==> config.mk <==
export PLATFORM = sky130hd
export DESIGN_NAME = amnco_ctrl
export DESIGN_NICKNAME = d
export VERILOG_FILES = /design/src/sv/amnco_pkg.sv /design/src/sv/amnco_ctrl.sv
export SDC_FILE = /design/constraint.sdc
export NUM_CORES = 1
export LEC_CHECK = 0
export ABC_AREA = 1
export BUFFER_PORTS_ARGS = -buffer_cell sky130_fd_sc_hd__buf_2
export CORE_AREA = 5 5 42 44
export DETAILED_ROUTE_END_ITERATION = 7
export DIE_AREA = 0 0 47 49
export GPL_TIMING_DRIVEN = 0
export PLACE_DENSITY = 0.41
export SLEW_MARGIN = 20
export SYNTH_ARGS = -nofsm -noshare
export SYNTH_HDL_FRONTEND = slang
export SYNTH_SLANG_ARGS = --single-unit
==> constraint.sdc <==
create_clock -name clock -period 1.15 [get_ports clock]
set_input_delay 0.23 -clock clock [delete_from_list [all_inputs] [get_ports clock]]
set_output_delay 0.23 -clock clock [all_outputs]
set_load 0.05 [all_outputs]
==> src/sv/amnco_pkg.sv <==
// Shared types, constants and the quarter-wave sine table of the AM/NCO modulator.
// Depends on nothing; used by every module of the block except amnco_ram.
package amnco_pkg;

   // Sine table geometry
   localparam int TABLE_INDEX_BITS = 10;
   localparam int TABLE_SIZE       = 1 << TABLE_INDEX_BITS;
   localparam int QUARTER_SIZE     = TABLE_SIZE / 4;
   localparam int HALF_SIZE        = TABLE_SIZE / 2;
   localparam int QIDX_BITS        = TABLE_INDEX_BITS - 1;

   localparam logic [TABLE_INDEX_BITS-1:0] QUARTER_IDX  = TABLE_INDEX_BITS'(QUARTER_SIZE);
   localparam logic [TABLE_INDEX_BITS-1:0] HALF_IDX     = TABLE_INDEX_BITS'(HALF_SIZE);
   localparam logic [TABLE_INDEX_BITS-1:0] THREE_Q_IDX  =
      TABLE_INDEX_BITS'(HALF_SIZE + QUARTER_SIZE);

   // Field widths
   localparam int PHASE_BITS  = 32;
   localparam int SAMPLE_BITS = 16;
   localparam int BASE_BITS   = 24;
   localparam int PROD_BITS   = 2 * SAMPLE_BITS;
   localparam int REQ_BITS    = SAMPLE_BITS + 2 * BASE_BITS;
   localparam int RSP_BITS    = 2 * BASE_BITS;
   localparam int CSR_IDX_BITS  = 2;
   localparam int CSR_DATA_BITS = 32;

   // Register reset values
   localparam logic [15:0] GAIN_RESET = 16'd256;

   // Fixed-point constants for the table build (Q30)
   localparam longint unsigned Q30_ONE     = 64'd1073741824;
   localparam longint unsigned HALF_PI_Q30 = 64'd1686629713;

   typedef enum logic [CSR_IDX_BITS-1:0] {
      CSR_PHASE_STEP = 2'd0,
      CSR_GAIN       = 2'd1,
      CSR_BIAS       = 2'd2
   } csr_index_type;

   typedef enum logic [1:0] {
      MUL_GAIN,
      MUL_COS,
      MUL_SIN
   } mul_op_type;

   typedef enum logic [2:0] {
      ST_CLEAR,
      ST_IDLE,
      ST_VEC_MUL,
      ST_VEC,
      ST_I_MUL,
      ST_Q_MUL,
      ST_OUT
   } state_type;

   // Controller to datapath
   typedef struct packed {
      logic       clear_wr;
      logic       load_in;
      logic       rd_cos;
      logic       ld_sin;
      logic       ld_cos;
      logic       ld_prod;
      mul_op_type mul_op;
      logic       ld_vec;
      logic       ld_i;
      logic       ld_out;
   } cmd_type;

   // Datapath to controller
   typedef struct packed {
      logic clear_last;
      logic out_free;
   } status_type;

   typedef logic [14:0] quarter_table_type [QUARTER_SIZE+1];

   // sin(k/QUARTER_SIZE * pi/2) in Q1.15, Taylor series in Q30, round half up
   function automatic quarter_table_type build_quarter_table();
      quarter_table_type tbl;
      longint unsigned   x;
      longint unsigned   x2;
      longint unsigned   t;
      longint unsigned   r;
      for (int k = 0; k <= QUARTER_SIZE; k++) begin
         x  = (64'(k) * HALF_PI_Q30) / QUARTER_SIZE;
         x2 = (x * x) >> 30;
         t  = Q30_ONE - x2 / 110;
         t  = Q30_ONE - ((x2 * t) >> 30) / 72;
         t  = Q30_ONE - ((x2 * t) >> 30) / 42;
         t  = Q30_ONE - ((x2 * t) >> 30) / 20;
         t  = Q30_ONE - ((x2 * t) >> 30) / 6;
         r  = (x * t) >> 30;
         r  = (r + 64'd16384) >> 15;
         if (r > 64'd32767) begin
            r = 64'd32767;
         end
         tbl[k] = 15'(r);
      end
      return tbl;
   endfunction

   localparam quarter_table_type QUARTER_TABLE = build_quarter_table();

endpackage

==> src/sv/amnco_ctrl.sv <==
// Sequencing state machine of the AM/NCO modulator: table fill, then one sample at a time.
// Depends on amnco_pkg.
module amnco_ctrl (
   input  logic                  clock,
   input  logic                  reset,
   input  logic                  req_tvalid,
   output logic                  req_tready,
   input  amnco_pkg::status_type status,
   output amnco_pkg::cmd_type    cmd
);

   amnco_pkg::state_type state_ff;
   amnco_pkg::state_type state_in;

   always_ff @(posedge clock) begin
      if (reset) begin
         state_ff <= amnco_pkg::ST_CLEAR;
      end else begin
         state_ff <= state_in;
      end
   end

   // Next state
   always_comb begin
      state_in = state_ff;
      unique case (state_ff)
         amnco_pkg::ST_CLEAR: begin
            if (status.clear_last) state_in = amnco_pkg::ST_IDLE;
         end
         amnco_pkg::ST_IDLE: begin
            if (req_tvalid) state_in = amnco_pkg::ST_VEC_MUL;
         end
         amnco_pkg::ST_VEC_MUL: state_in = amnco_pkg::ST_VEC;
         amnco_pkg::ST_VEC:     state_in = amnco_pkg::ST_I_MUL;
         amnco_pkg::ST_I_MUL:   state_in = amnco_pkg::ST_Q_MUL;
         amnco_pkg::ST_Q_MUL:   state_in = amnco_pkg::ST_OUT;
         amnco_pkg::ST_OUT: begin
            if (status.out_free) state_in = amnco_pkg::ST_IDLE;
         end
         default: state_in = amnco_pkg::ST_CLEAR;
      endcase
   end

   // Outputs
   always_comb begin
      cmd        = '0;
      cmd.mul_op = amnco_pkg::MUL_GAIN;
      req_tready = 1'b0;
      unique case (state_ff)
         amnco_pkg::ST_CLEAR: begin
            cmd.clear_wr = 1'b1;
         end
         amnco_pkg::ST_IDLE: begin
            req_tready  = 1'b1;
            cmd.load_in = req_tvalid;
         end
         amnco_pkg::ST_VEC_MUL: begin
            cmd.ld_sin  = 1'b1;
            cmd.rd_cos  = 1'b1;
            cmd.ld_prod = 1'b1;
            cmd.mul_op  = amnco_pkg::MUL_GAIN;
         end
         amnco_pkg::ST_VEC: begin
            cmd.ld_cos = 1'b1;
            cmd.ld_vec = 1'b1;
         end
         amnco_pkg::ST_I_MUL: begin
            cmd.ld_prod = 1'b1;
            cmd.mul_op  = amnco_pkg::MUL_COS;
         end
         amnco_pkg::ST_Q_MUL: begin
            cmd.ld_i    = 1'b1;
            cmd.ld_prod = 1'b1;
            cmd.mul_op  = amnco_pkg::MUL_SIN;
         end
         amnco_pkg::ST_OUT: begin
            cmd.ld_out = status.out_free;
         end
         default: begin
            cmd = '0;
         end
      endcase
   end

endmodule

==> metrics.txt <==
proportion of layout cells with a drive suffix above 1 77.6%; simple-gate share of the synthesized area 42.3%; fin cells 83; GRT Util Overall 8.81%; Yosys warning count 0; Worst R2R End state_ff[1]; H-tree depth 1; maximum VDD drop between 0.8 and 0.9 mV; Final Cycle Share 124%; Worst Path Max Fanout 5; hold path depth 2; dpl ws -163 ps; commonest cells after routing, fill and taps aside 7 x buf_6, 7 x buf_4, 6 x buf_8; Leak Pwr 0.288 nW; endpoints failing setup 12; FF-to-FF path depth 7; CP Launch Point state_ff[2]; cell area power density about 1600 nW/um^2; post-placement cell count 73; Crit Path Class register to primary output; # nets final 73; Tmin final approximately 1400 ps; wire per inst 10.4 um; clk sinks 3; Via density around 4.1; DIE AREA 2300 um^2; vias 337; DP HPWL 597 um; io pins 17; Synth Instances 41; Synth Area in Compound Gates 8.65%; #FFs+latches synth 3; largest net degree at the start of global routing 7; Distinct cells, synth 17; Worst Hold Launch reset; Port Buffers 16; outcome complete, but fails checks; worst flop-to-flop path startpoint state_ff[0]; Die Wd 47 um; RSZ-0062 raised after global routing yes; Iteration-0 DRC Markers 3; global route overflow 0; post-layout power 1.02 mW; Initial Util about 19%; Rows 14; HP Class primary input to register; CTS buffer count 3; Synth Area in XOR/XNOR 0%; FMAX between 700 and 800 MHz; diode count 0; Final Hold Viols 0; mux share of post-synthesis cell area 0%; r2r setup slk 120 ps; DRC Markers 0; utilization after layout between 40% and 50%; root buf cell clkbuf_4; drt total wl about 860 um; Worst Slack Setup Final -276 ps; Largest register FFs 3; first-pass GRT wire length 1.49 mm; Longest Clk Path Bufs 2; Startpoint Class register; syn_nets 46; Largest regs state_ff: 3 flops; WHS Endpoint state_ff[2]; Slew Limit Fails 0; largest family of logic cells by synthesized area simple AND/OR/NAND/NOR gates; failing checks setup timing; worst skew pair latency 230 ps; Tightest Pin Transition 247 ps; Seq/Total Area, Yosys between 20% and 30%; Adder-Cell Fraction of Synth Area 0%; WP data arrival 1200 ps; placed cell area between 400 and 500 um^2; Max transition margin between 80% and 90%; Mapped Avg Cell Area 6.35 um^2; max cap viols 0; Mapped Area ~260 um^2; Reg clk slew, reported paths 30 ps; number of global-route vias before repair 357; Synth-to-Final Area Change 140%; chip height 49 um; GP Congestion 0.689; Core Region approximately 1400 um^2; TritonRoute pass-1 iters 3; crit end category primary output; CTS tree yes; clk_skew 1.54 ps; antenna violations before repair 0; Final Instance Area 626 um^2; Biggest register state_ff; CP Data Required Time 920 ps; Final ANT Viol Nets 0
## kinds of logic (layout without fill, tap and decap cells)
family | Yosys count | in the layout
buf+inv | 15 | 41
simple gates | 19 | 19
compound gates | 4 | 4
flops | 3 | 3
## power by group
part,internal [mW],switching (mW)
registers,0.130,0.0455
clock network,0.130,0.0507
logic,0.261,0.406
## final cells by class
cell class | count | area, um^2
multi-input combinational | 23 | 191
sequential | 3 | 71.3
tap | 16 | 20.0
clock buffer | 4 | 26.3
timing repair buffer | 22 | 205
inverter | 12 | 70.1
buffer | 3 | 41.3
fill | 155 | 776
## synthesized netlist by cell type
cell      number  area [um^2]
inv_1         10         37.5
nand2_1        5         18.8
nor2_1         4         15.0
buf_4          3         22.5
dfxtp_1        3         60.1
a21oi_1        2         10.0
inv_2          2         7.51
nand3_1        2         10.0
nand3_2        2         20.0
a211oi_1       1         7.51
nand3b_1       1         7.51
nand4_1        1         6.26
nor2_4         1         11.3
nor3_1         1         5.00
nor3_2         1         10.0
nor4_1         1         6.26
o21ai_0        1         5.00
## timing repair
action                                 CTS  global route
endpoints found under the hold margin    0             0
setup endpoints to repair               12            13
gates resized for setup                 29             2
pin swaps                                3             2
hold buffers                             0             0
setup buffers                            4             2
## how the worst max path moves through the flow
stage | endpoint | slack, ps | cells past startpoint
after floorplan | cmd[6] | -260 | 3
after CTS | cmd[8] | -290 | 5
after global placement | cmd[8] | -170 | 5
final | cmd[8] | -280 | 5
after detailed placement | cmd[4] | -160 | 6
after global routing | cmd[8] | -340 | 5
## layer usage
metal / vias to the layer above / GRT usage [%] / wire length (um)
met3: 0 / 1.48 / 40
met1: 149 / 10.6 / 330
met5: - / 0 / 0
met2: 8 / 13.3 / 492
met4: 0 / 6.45 / 0
li1: 180 / - / -
## metrics by stage
step	hold WS, ps	TNS (ps)
2_1_floorplan	292	-1050
6_report	195	-2570
4_1_cts	171	-2830
3_5_place_dp	419	-1210
3_3_place_gp	423	-1280
5_1_grt	198	-3560
## critical path: stages, from the launching register on
cell and delay (ps):
dfxtp_4 390, inv_4 70, nand3_2 110, clkinvlp_4 110
buf_8 110, buf_4 170
Power figures use the tool's default switching activity.
